[config.mk]
export PLATFORM = sky130hd
export DESIGN_NAME = circular_fifo_with_search_unit
export DESIGN_NICKNAME = d
export VERILOG_FILES = /design/src/rtl/cfws_pkg.sv /design/src/rtl/cfws_ram.sv /design/src/rtl/circular_fifo_with_search_unit.sv
export SDC_FILE = /design/constraint.sdc
export NUM_CORES = 1
export LEC_CHECK = 0
export ABC_AREA = 1
export BUFFER_PORTS_ARGS = -buffer_cell sky130_fd_sc_hd__buf_2
export CAP_MARGIN = 15
export CORE_MARGIN = 2
export CORE_UTILIZATION = 30
export DETAILED_ROUTE_END_ITERATION = 12
export HOLD_SLACK_MARGIN = 0.08
export PLACE_DENSITY_LB_ADDON = 0.2
export RECOVER_POWER = 100
export SLEW_MARGIN = 30
export SYNTH_ARGS = -nofsm -noshare
export SYNTH_HDL_FRONTEND = slang
export SYNTH_SLANG_ARGS = --single-unit
export TNS_END_PERCENT = 100
[constraint.sdc]
create_clock -name i_clk -period 6.2 [get_ports i_clk]
set_input_delay 0.31 -clock i_clk [delete_from_list [all_inputs] [get_ports i_clk]]
set_output_delay 0.31 -clock i_clk [all_outputs]
set_load 0.05 [all_outputs]
[src/rtl/cfws_pkg.sv]
package cfws_pkg;

    localparam int unsigned DEPTH  = 16;
    localparam int unsigned ADDR_W = $clog2(DEPTH);
    localparam int unsigned CAP_W  = 5;
    localparam int unsigned OP_W   = 3;
    localparam int unsigned VAL_W  = 32;

    localparam logic [CAP_W-1:0] CAP_RESET = CAP_W'(DEPTH);

    localparam logic [OP_W-1:0] OP_ENQ    = 3'd0;
    localparam logic [OP_W-1:0] OP_DEQ    = 3'd1;
    localparam logic [OP_W-1:0] OP_PEEK   = 3'd2;
    localparam logic [OP_W-1:0] OP_CLEAR  = 3'd3;
    localparam logic [OP_W-1:0] OP_SEARCH = 3'd4;

    typedef enum logic [1:0] {
        ST_DONE  = 2'd0,
        ST_FULL  = 2'd1,
        ST_EMPTY = 2'd2
    } t_status;

    typedef struct packed {
        logic [OP_W-1:0]         op;
        logic signed [VAL_W-1:0] value;
    } t_in_item;

    typedef struct packed {
        t_status                 status;
        logic signed [VAL_W-1:0] data_out;
        logic                    found;
        logic                    is_empty;
        logic                    is_full;
    } t_out_item;

endpackage

[src/rtl/cfws_ram.sv]
module cfws_ram #(
    parameter int unsigned WIDTH = 32,
    parameter int unsigned DEPTH = 16
) (
    input  logic                     i_clk,
    input  logic                     i_we,
    input  logic [$clog2(DEPTH)-1:0] i_waddr,
    input  logic [WIDTH-1:0]         i_wdata,
    input  logic [$clog2(DEPTH)-1:0] i_raddr,
    output logic [WIDTH-1:0]         o_rdata
);

    logic [WIDTH-1:0] r_mem [DEPTH];
    logic [WIDTH-1:0] r_rdata;

    always_ff @(posedge i_clk) begin
        if (i_we) begin
            r_mem[i_waddr] <= i_wdata;
        end
        r_rdata <= r_mem[i_raddr];
    end

    assign o_rdata = r_rdata;

endmodule

[src/rtl/circular_fifo_with_search_unit.sv]
// order: enqueue, clear, refused and unused ops go from idle to done; dequeue and peek pass
// through read, and search through scan once for each of the k entries compared
// (1 up to capacity, one entry a cycle through the single ram read port and comparator)
// throughput: one item at a time, the next is taken once the result is in the output register
// reset (synchronous, active low): queue empty, both pointers 0, capacity 16, no item held
module circular_fifo_with_search_unit (
    input  logic                          i_clk,
    input  logic                          i_rst_n,
    input  logic                          i_in_valid,
    output logic                          o_in_stall,
    input  cfws_pkg::t_in_item            i_in_item,
    output logic                          o_out_valid,
    input  logic                          i_out_stall,
    output cfws_pkg::t_out_item           o_out_item,
    input  logic                          i_cfg_we,
    input  logic [cfws_pkg::CAP_W-1:0]    i_cfg_data
);

    import cfws_pkg::*;

    typedef enum logic [1:0] {
        S_IDLE,
        S_READ,
        S_SCAN,
        S_DONE
    } t_state;

    t_state                  r_state, n_state;
    logic [ADDR_W-1:0]       r_head, n_head;
    logic [ADDR_W-1:0]       r_tail, n_tail;
    logic                    r_empty, n_empty;
    logic [CAP_W-1:0]        r_cap, n_cap;
    logic [ADDR_W-1:0]       r_idx, n_idx;
    logic                    r_last, n_last;
    logic signed [VAL_W-1:0] r_key, n_key;
    logic [OP_W-1:0]         r_op, n_op;
    t_out_item               r_res, n_res;
    logic                    r_out_valid, n_out_valid;
    t_out_item               r_out, n_out;

    logic                    in_acc;
    logic                    full;
    logic [ADDR_W-1:0]       head_adv, tail_adv, idx_adv;
    logic                    ram_we;
    logic [ADDR_W-1:0]       ram_waddr, ram_raddr;
    logic [VAL_W-1:0]        ram_wdata, ram_q;

    function automatic logic [ADDR_W-1:0] adv(input logic [ADDR_W-1:0] i,
                                              input logic [CAP_W-1:0] cap);
        logic [CAP_W-1:0] n;
        n = CAP_W'(i) + CAP_W'(1);
        return (n >= cap) ? '0 : n[ADDR_W-1:0];
    endfunction

    function automatic logic [CAP_W-1:0] eff_cap(input logic [CAP_W-1:0] c);
        logic [CAP_W-1:0] e;
        e = c;
        if (c == '0) begin
            e = CAP_W'(1);
        end else if (c > CAP_W'(DEPTH)) begin
            e = CAP_W'(DEPTH);
        end
        return e;
    endfunction

    assign in_acc     = i_in_valid && !o_in_stall;
    assign o_in_stall = (r_state != S_IDLE);
    assign full       = !r_empty && (r_head == r_tail);
    assign head_adv   = adv(r_head, r_cap);
    assign tail_adv   = adv(r_tail, r_cap);
    assign idx_adv    = adv(r_idx, r_cap);

    cfws_ram #(
        .WIDTH (VAL_W),
        .DEPTH (DEPTH)
    ) u_ram (
        .i_clk   (i_clk),
        .i_we    (ram_we),
        .i_waddr (ram_waddr),
        .i_wdata (ram_wdata),
        .i_raddr (ram_raddr),
        .o_rdata (ram_q)
    );

    always_comb begin
        n_state     = r_state;
        n_head      = r_head;
        n_tail      = r_tail;
        n_empty     = r_empty;
        n_cap       = r_cap;
        n_idx       = r_idx;
        n_last      = r_last;
        n_key       = r_key;
        n_op        = r_op;
        n_res       = r_res;
        n_out_valid = r_out_valid;
        n_out       = r_out;
        ram_we      = 1'b0;
        ram_waddr   = r_tail;
        ram_wdata   = i_in_item.value;
        ram_raddr   = r_head;

        if (r_out_valid && !i_out_stall) begin
            n_out_valid = 1'b0;
        end

        unique case (r_state)
            S_IDLE: begin
                if (in_acc) begin
                    n_op  = i_in_item.op;
                    n_key = i_in_item.value;
                    n_res = '0;
                    n_res.status = ST_DONE;
                    n_state = S_DONE;
                    unique case (i_in_item.op) inside
                        OP_ENQ: begin
                            if (full) begin
                                n_res.status = ST_FULL;
                            end else begin
                                ram_we  = 1'b1;
                                n_tail  = tail_adv;
                                n_empty = 1'b0;
                            end
                        end
                        OP_DEQ, OP_PEEK: begin
                            if (r_empty) begin
                                n_res.status = ST_EMPTY;
                            end else begin
                                n_state = S_READ;
                            end
                        end
                        OP_CLEAR: begin
                            if (r_empty) begin
                                n_res.status = ST_EMPTY;
                            end else begin
                                n_head  = '0;
                                n_tail  = '0;
                                n_empty = 1'b1;
                            end
                        end
                        OP_SEARCH: begin
                            if (r_empty) begin
                                n_res.status = ST_EMPTY;
                            end else begin
                                n_idx   = head_adv;
                                n_last  = (head_adv == r_tail);
                                n_state = S_SCAN;
                            end
                        end
                        default: begin
                            n_state = S_DONE;
                        end
                    endcase
                end
            end
            S_READ: begin
                n_res.data_out = ram_q;
                if (r_op == OP_DEQ) begin
                    n_head = head_adv;
                    if (head_adv == r_tail) begin
                        n_empty = 1'b1;
                    end
                end
                n_state = S_DONE;
            end
            S_SCAN: begin
                ram_raddr = r_idx;
                if (ram_q == r_key) begin
                    n_res.found = 1'b1;
                    n_state     = S_DONE;
                end else if (r_last) begin
                    n_state = S_DONE;
                end else begin
                    n_idx  = idx_adv;
                    n_last = (idx_adv == r_tail);
                end
            end
            S_DONE: begin
                if (!r_out_valid || !i_out_stall) begin
                    n_out_valid    = 1'b1;
                    n_out          = r_res;
                    n_out.is_empty = r_empty;
                    n_out.is_full  = full;
                    n_state        = S_IDLE;
                end
            end
            default: begin
                n_state = S_IDLE;
            end
        endcase

        // capacity write empties the queue
        if (i_cfg_we) begin
            n_cap   = eff_cap(i_cfg_data);
            n_head  = '0;
            n_tail  = '0;
            n_empty = 1'b1;
        end
    end

    always_ff @(posedge i_clk) begin
        if (!i_rst_n) begin
            r_state     <= S_IDLE;
            r_head      <= '0;
            r_tail      <= '0;
            r_empty     <= 1'b1;
            r_cap       <= CAP_RESET;
            r_out_valid <= 1'b0;
        end else begin
            r_state     <= n_state;
            r_head      <= n_head;
            r_tail      <= n_tail;
            r_empty     <= n_empty;
            r_cap       <= n_cap;
            r_out_valid <= n_out_valid;
        end
        r_idx  <= n_idx;
        r_last <= n_last;
        r_key  <= n_key;
        r_op   <= n_op;
        r_res  <= n_res;
        r_out  <= n_out;
    end

    assign o_out_valid = r_out_valid;
    assign o_out_item  = r_out;

    assert property (@(posedge i_clk) disable iff (!i_rst_n)
        (CAP_W'(r_head) < r_cap) && (CAP_W'(r_tail) < r_cap))
        else $error("pointer beyond capacity");

    assert property (@(posedge i_clk) disable iff (!i_rst_n)
        r_empty |-> (r_head == r_tail))
        else $error("empty queue with unequal pointers");

    assert property (@(posedge i_clk) disable iff (!i_rst_n)
        (r_state != S_IDLE) |-> !ram_we)
        else $error("ram write outside idle");

    assert property (@(posedge i_clk) disable iff (!i_rst_n)
        (r_state == S_SCAN) |-> !r_empty)
        else $error("search walking an empty queue");

endmodule

Word-level counts from Yosys, hierarchy flattened
Memories as Yosys holds them, arrays and structs flattened. A register that Yosys moved wholly into a read port is not among the register bits.
Index checks and enable logic that the tools add are counted.
{"block": "classes", "addsub": 3, "n_lt_le_gt_ge": 4, "n_eq_ne": 27, "mux": 55, "n_bitwise": 1, "reduce_logical": 28}
{"cell": "$pmux 32 s2", "n": 1}
{"cell": "$mux 4", "n": 14}
{"cell": "$mux 35", "n": 1}
{"cell": "$eq 32x32->1", "n": 1}
{"cell": "$ne 2x2->1 const B", "n": 12}
{"cell": "$pmux 4 s2", "n": 3}
{"cell": "$mux 1", "n": 21}
{"cell": "$add 4x1->5 const B", "n": 3}
{"cell": "$ge 5x5->1", "n": 3}
{"cell": "$reduce_and 5->1", "n": 3}
{"cell": "$eq 4x4->1", "n": 3}
{"cell": "$mux 2", "n": 6}
{"cell": "$reduce_and 6->1", "n": 2}
{"cell": "$mux 5", "n": 2}
{"cell": "$ne 3x3->1 const B", "n": 3}
{"cell": "$pmux 1 s2", "n": 4}
{"cell": "$pmux 2 s2", "n": 2}
{"cell": "$pmux 2 s4", "n": 1}
{"cell": "$reduce_bool 2->1", "n": 4}
{"cell": "$eq 3x1->1 const B", "n": 2}
{"cell": "$eq 3x2->1 const B", "n": 2}
{"cell": "$reduce_and 2->1", "n": 3}
{"cell": "$reduce_and 3->1", "n": 2}
{"cell": "$gt 5x5->1 const B", "n": 1}
{"cell": "12 further kinds", "n": 19}
{"block": "totals", "ff_bits": 129, "mem_bits_rw": 512, "in_bits": 45, "output_inout_bits": 39, "memories": 1}
{"memory": "u_ram.r_mem", "depth": 16, "width": 32, "read_ports": 1, "rd_clocked_by_memory_dff": 1, "write_ports": 1, "line_no": "cfws_ram.sv:13", "rtl": "logic [WIDTH-1:0] r_mem [DEPTH];"}

Longest topological paths before layout
{"block": "logic_depth", "depth_word": 8, "depth_mapped": 17}

By module
Synthesis repeated with hierarchy kept, for this count alone.
{"block": "unflattened", "cells_unflattened": 2672, "area_unflattened_um2": 28682.5}
{"mod": "cfws_ram", "instances": 1, "cells_each": 2120, "area_per_inst_um2": 22730.6}
{"mod": "circular_fifo_with_search_unit", "instances": 1, "cells_each": 552, "area_per_inst_um2": 5952.0}

Worst setup path after synthesis
Ideal clock, no wire load.
{"block": "synth_timing", "kind": "register to register", "start": "register r_state[1]", "end": "register r_head[1]", "setup_ns": 0.067, "arrival_time_ns": 3.763, "required_ns": 6.133, "setup_slack_ns": 2.370, "stages_incl_launch_ff": 12, "path_buffers": 1, "path_cell_list": "dfxtp_1 -> inv_1 -> ha_1 -> buf_2 -> inv_1 -> o21ai_0 -> nand2_1 -> inv_1 -> nand2_1 -> nor2_1 -> a22oi_1 -> nor2_1"}
{"block": "synth_via", "elab_chain_cells": 5, "word_cells_on_any_way": 12}
{"item": "start: declaration", "line_no": "circular_fifo_with_search_unit.sv:28", "rtl": "t_state r_state, n_state;"}
{"item": "start signal: assignment", "line_no": "circular_fifo_with_search_unit.sv:210", "rtl": "r_state <= n_state;"}
{"item": "$reduce_bool 2->1", "line_no": "circular_fifo_with_search_unit.sv:67", "rtl": "assign o_in_stall = (r_state != S_IDLE);"}
{"item": "$logic_not 1->1", "line_no": "circular_fifo_with_search_unit.sv:66", "rtl": "assign in_acc = i_in_valid && !o_in_stall;"}
{"item": "$logic_and 1x1->1", "line_no": "circular_fifo_with_search_unit.sv:66"}
{"item": "$ne 2x2->1 (no line)"}
{"item": "$reduce_and 5->1 (no line)"}
{"item": "end signal: assignment", "line_no": "circular_fifo_with_search_unit.sv:211", "rtl": "r_head <= n_head;"}
{"item": "end: declaration", "line_no": "circular_fifo_with_search_unit.sv:29", "rtl": "logic [ADDR_W-1:0] r_head, n_head;"}
Several ways; a longest one is shown, not always the timed one.
A chain may end at the register's enable or synchronous reset.

Worst setup path in the final report
{"block": "layout_timing", "start": "register r_tail[1]", "end": "memory u_ram.r_mem[8][12] (enable)"}
{"block": "layout_via", "elab_chain_cells": 8}
{"item": "start: declaration", "line_no": "circular_fifo_with_search_unit.sv:30", "rtl": "logic [ADDR_W-1:0] r_tail, n_tail;"}
{"item": "start signal: assignment", "line_no": "circular_fifo_with_search_unit.sv:212", "rtl": "r_tail <= n_tail;"}
{"item": "$eq 4x4->1", "line_no": "circular_fifo_with_search_unit.sv:68", "rtl": "assign full = !r_empty && (r_head == r_tail);"}
{"item": "$logic_and 1x1->1", "line_no": "circular_fifo_with_search_unit.sv:68"}
{"item": "$mux 1", "line_no": "circular_fifo_with_search_unit.sv:117", "rtl": "if (full) begin"}
{"item": "$mux 1", "line_no": "circular_fifo_with_search_unit.sv:115", "rtl": "unique case (i_in_item.op) inside"}
{"item": "$mux 1", "line_no": "circular_fifo_with_search_unit.sv:109", "rtl": "if (in_acc) begin"}
{"item": "$mux 1", "line_no": "circular_fifo_with_search_unit.sv:107", "rtl": "unique case (r_state)"}
{"item": "$mux 1", "line_no": "cfws_ram.sv:17", "rtl": "if (i_we) begin"}
{"item": "$mux 1 (not written as such)", "line_no": "cfws_ram.sv:18", "rtl": "r_mem[i_waddr] <= i_wdata;"}
{"item": "end: declaration", "line_no": "cfws_ram.sv:13"}
Several ways; a longest one is shown, not always the timed one.

==> flow_summary.yaml <==
outcome:
  outcome: "complete, but fails checks"
  violations: "max-capacitance violations, max-slew violations"
drt:
  drc_errors: 0
  final_antenna_net_count: 0
  routedWlPerCell_um: 19.75
  wirelength_um: 70340
  dr.pass1.iters: 6
  viasPerCell: 4.660
  drt_iter0_drc: 1402
  vias: 16590
floorplan:
  dieArea_um2: 93310
  start_util: 0.3029
  placementRows: 110
  core_area_um2: 90010
  die_h_um: 305.5
  die_w_um: 305.5
  io_pins: 84
placement:
  place_congestion: 0.8138
  hpwl_um: 38700
  pre_cts_ws_ns: 2.761
  port-buffer-count: 83
setup_path:
  crit_start: "r_tail[1]$_SDFFE_PP0P_"
  rr_worst_depth: 9
  startpoint_type: "flop"
  rrSetupSlack_ns: 1.59
  cp.arrival_ns: 4.75
  r2r_end: "u_ram.r_mem[8][12]$_DFFE_PP_"
  crit_fanout: 32
  critPathKind: "reg2reg"
  setup.worst_path.end: "u_ram.r_mem[8][12]$_DFFE_PP_"
  worstReg2RegStart: "r_tail[1]$_SDFFE_PP0P_"
  endpoint_kind: "flop"
  cp_data_required_time_ns: 6.34
finish:
  regArea_um2: 19720
  drive_gt1_frac: 0.06038
  multiInputGateArea_um2: 5713
  nNetsFinal: 2399
  syn2layout_area_growth_pct: 15.05
  num_antenna_cells: 0
  fill_cells: 8837
power:
  internal_power_mw: 8.582
  powerDensity_nw_per_um2: 405.5
  comb_power_share: 0.231
  p_sw_mw: 4.138
  pwr-share-clk: 0.322
  switching_share: 0.3253
  peakVddDrop_uv: 238.2
  power.leakage_nw: 11.54
  seqPwrFrac: 0.448
timing:
  rsz0062_at_grt: "no"
  finalWorstSetupSlack_ns: 1.594
  fmax_mhz: 217.1
  setup_violations: 0
  final.setup.tns_ns: 0
  period_needed_ns: 4.606
  clock_skew_ns: 0.01862
  hold_viol: 0
  tightestPinTransition_ns: 3.223
  max_slew_margin: -1.149
  fin_crit_sh: 0.7429
  final_max_slew_viol_count: 427
yosys:
  synth_common_cells: "edfxtp_1, inv_1, nand2_1"
  avgSynthCellArea_um2: 12.28
  synth.area.top_cells: "edfxtp_1, inv_1, nand2_1"
  async_reset_ff_frac: 0
  syn_nets: 2291
  ys_seq_area_frac: 0.7232
  yosysTopAreaCellShare: 0.6873
  synth_edf_count: 624
  yosysUniqueCellTypes: 38
  synth.most_common_cell: "edfxtp_1"
  ys_ff_latch: 673
  synth_top_cell_by_area: "edfxtp_1"
  yosysWarnings: 0
  syn-instance-count: 2221
  synth_flop_cell: "edfxtp_1"
  syn_area_um2: 27260
clock_tree:
  post_cts_buffers: 0
  cts_num_sinks: 673
  h-tree-depth: 3
  clockBufferDepth: 3
  worstSkewPairLatency_ns: 0.61
  path_clk_slew_ns: 0.06
  cts_root_buf: "clkbuf_16"
  numCtsBuffers: 71
  cts_tree: "done"
grt:
  antenna_found_initial: 3
  grt_pass1_wl_um: 105400
  grt_overflow_total: 0
  grtUsageTotal: 0.1492
  first_global_vias: 16150
  grt_max_degree: 212
min_path:
  hp-class: "in2reg"
job:
  drv_cap: 17
==> logic make-up (layout without fill, tap and decap cells) <==
kind of cell               count (synthesis)  in the layout  synth area share
xor gates and xnor gates                  33             33           0.01060
buffers and inverters                    468            632           0.06874
adders and majority gates                 25             25           0.01147
DFF                                      673            673            0.7232
AOI/OAI and AO/OA                        491            491            0.1029
and+or+nand+nor                          531            531           0.08306
==> stage by stage <==
stage / hold slack, ns / total power, mW / instance area [um^2] / cells / utilization
final: 0.2380 / 12.72 / 31370 / 3561 / 0.3485
after global routing: 0.2614 / 13.41 / 31370 / 3561 / 0.3485
after CTS: 0.08125 / 12.90 / 31610 / 3560 / 0.3512
after detailed placement: 0.4045 / 8.765 / 29070 / 3400 / 0.3230
after global placement: 0.4018 / 8.730 / 29040 / 3399 / 0.3227
after floorplan: 0.4003 / 7.842 / 27260 / 2221 / -
==> worst min path at each step <==
stage,startpoint,end,slack (ns),cells past startpoint
CTS,i_in_item[23],u_ram.r_mem[8][23]$_DFFE_PP_,0.08,1
global route,i_in_valid,r_state[0]$_SDFFE_PN0P_,0.26,6
detailed placement,r_res[16]$_SDFFCE_PN0P_,o_out_item[16]$_DFFE_PP_,0.40,0
global placement,r_res[8]$_SDFFCE_PN0P_,o_out_item[8]$_DFFE_PP_,0.40,0
floorplan,r_res[10]$_SDFFCE_PN0P_,o_out_item[10]$_DFFE_PP_,0.40,0
finish,i_in_valid,r_state[0]$_SDFFE_PN0P_,0.24,6
==> registers in the layout (all words and copies together) (netlist names) <==
register       count
r_empty            1
o_out_item        37
o_out_valid        1
r_cap              5
r_last             1
r_tail             4
u_ram.r_mem      512
r_op               3
r_res             35
r_state            2
r_head             4
r_key             32
u_ram.o_rdata     32
r_idx              4
==> per-layer routing <==
| metal | GRT usage | vias to the layer above | share of wire |
|---|---|---|---|
| met5 | 0 | - | 0.00045 |
| met2 | 0.2367 | 454 | 0.46 |
| met1 | 0.2114 | 8030 | 0.46 |
| li1 | - | 8015 | - |
| met3 | 0.02551 | 89 | 0.055 |
| met4 | 0.03918 | 6 | 0.017 |
==> repair_timing <==
action	4_1_cts	5_1_grt
endpoints found under the hold margin	235	0
hold buffers	31	0
gates resized for setup	0	0
==> power by group through the flow <==
| stage | combinational (mW) | clock (mW) | sequential [mW] |
|---|---|---|---|
| floorplan | 1.99 | 0 | 5.85 |
| finish | 2.93 | 4.09 | 5.69 |
| global placement | 2.95 | 0 | 5.78 |
| global route | 3.30 | 4.38 | 5.73 |
| CTS | 3.01 | 4.20 | 5.68 |
| detailed placement | 2.99 | 0 | 5.78 |
==> cells in the final DEF (no fill, tap or decap), types with 2 or more instances in the layout <==
| cell type | count |
|---|---|
| a21oi_1 | 185 |
| a22oi_1 | 3 |
| buf_12 | 3 |
| buf_2 | 8 |
| buf_4 | 18 |
| bufinv_16 | 3 |
| clkbuf_1 | 98 |
| clkbuf_16 | 73 |
| clkbuf_8 | 2 |
| clkinv_1 | 19 |
| clkinv_2 | 16 |
| clkinv_8 | 3 |
| dfxtp_1 | 49 |
| dlygate4sd3_1 | 31 |
| edfxtp_1 | 624 |
| ha_1 | 25 |
| inv_1 | 352 |
| inv_6 | 2 |
| nand2_1 | 285 |
| nand3_1 | 165 |
| nand4_1 | 11 |
| nor2_1 | 51 |
| nor2_4 | 6 |
| nor3_1 | 9 |
| o211ai_1 | 92 |
| o21ai_0 | 167 |
| o21ai_1 | 12 |
| o21ai_4 | 3 |
| o221ai_1 | 18 |
| o22ai_1 | 6 |
| or2_2 | 2 |
| xnor2_1 | 29 |
| xor2_1 | 4 |
==> critical path, cell delays in order (launching register included) <==
cell	delay (ns)
dfxtp_1	0.49
inv_1	0.18
o21ai_0	0.18
nor2_1	0.06
nand3_1	0.15
nand2_1	0.14
nor2_1	0.26
nand2_1	0.26
nor2_4	0.12
clkbuf_1	2.28
==> final cells by class <==
type                            count  area share
Sequential cell                   673      0.6286
Multi-Input combinational cell   1080      0.1821
Clock buffer                       87     0.06055
Tap cell                         1176     0.04691
Inverter                          356     0.04264
Timing Repair Buffer              147     0.02856
Clock inverter                     42     0.01061
No activity file was read; power rests on OpenSTA's default activity.
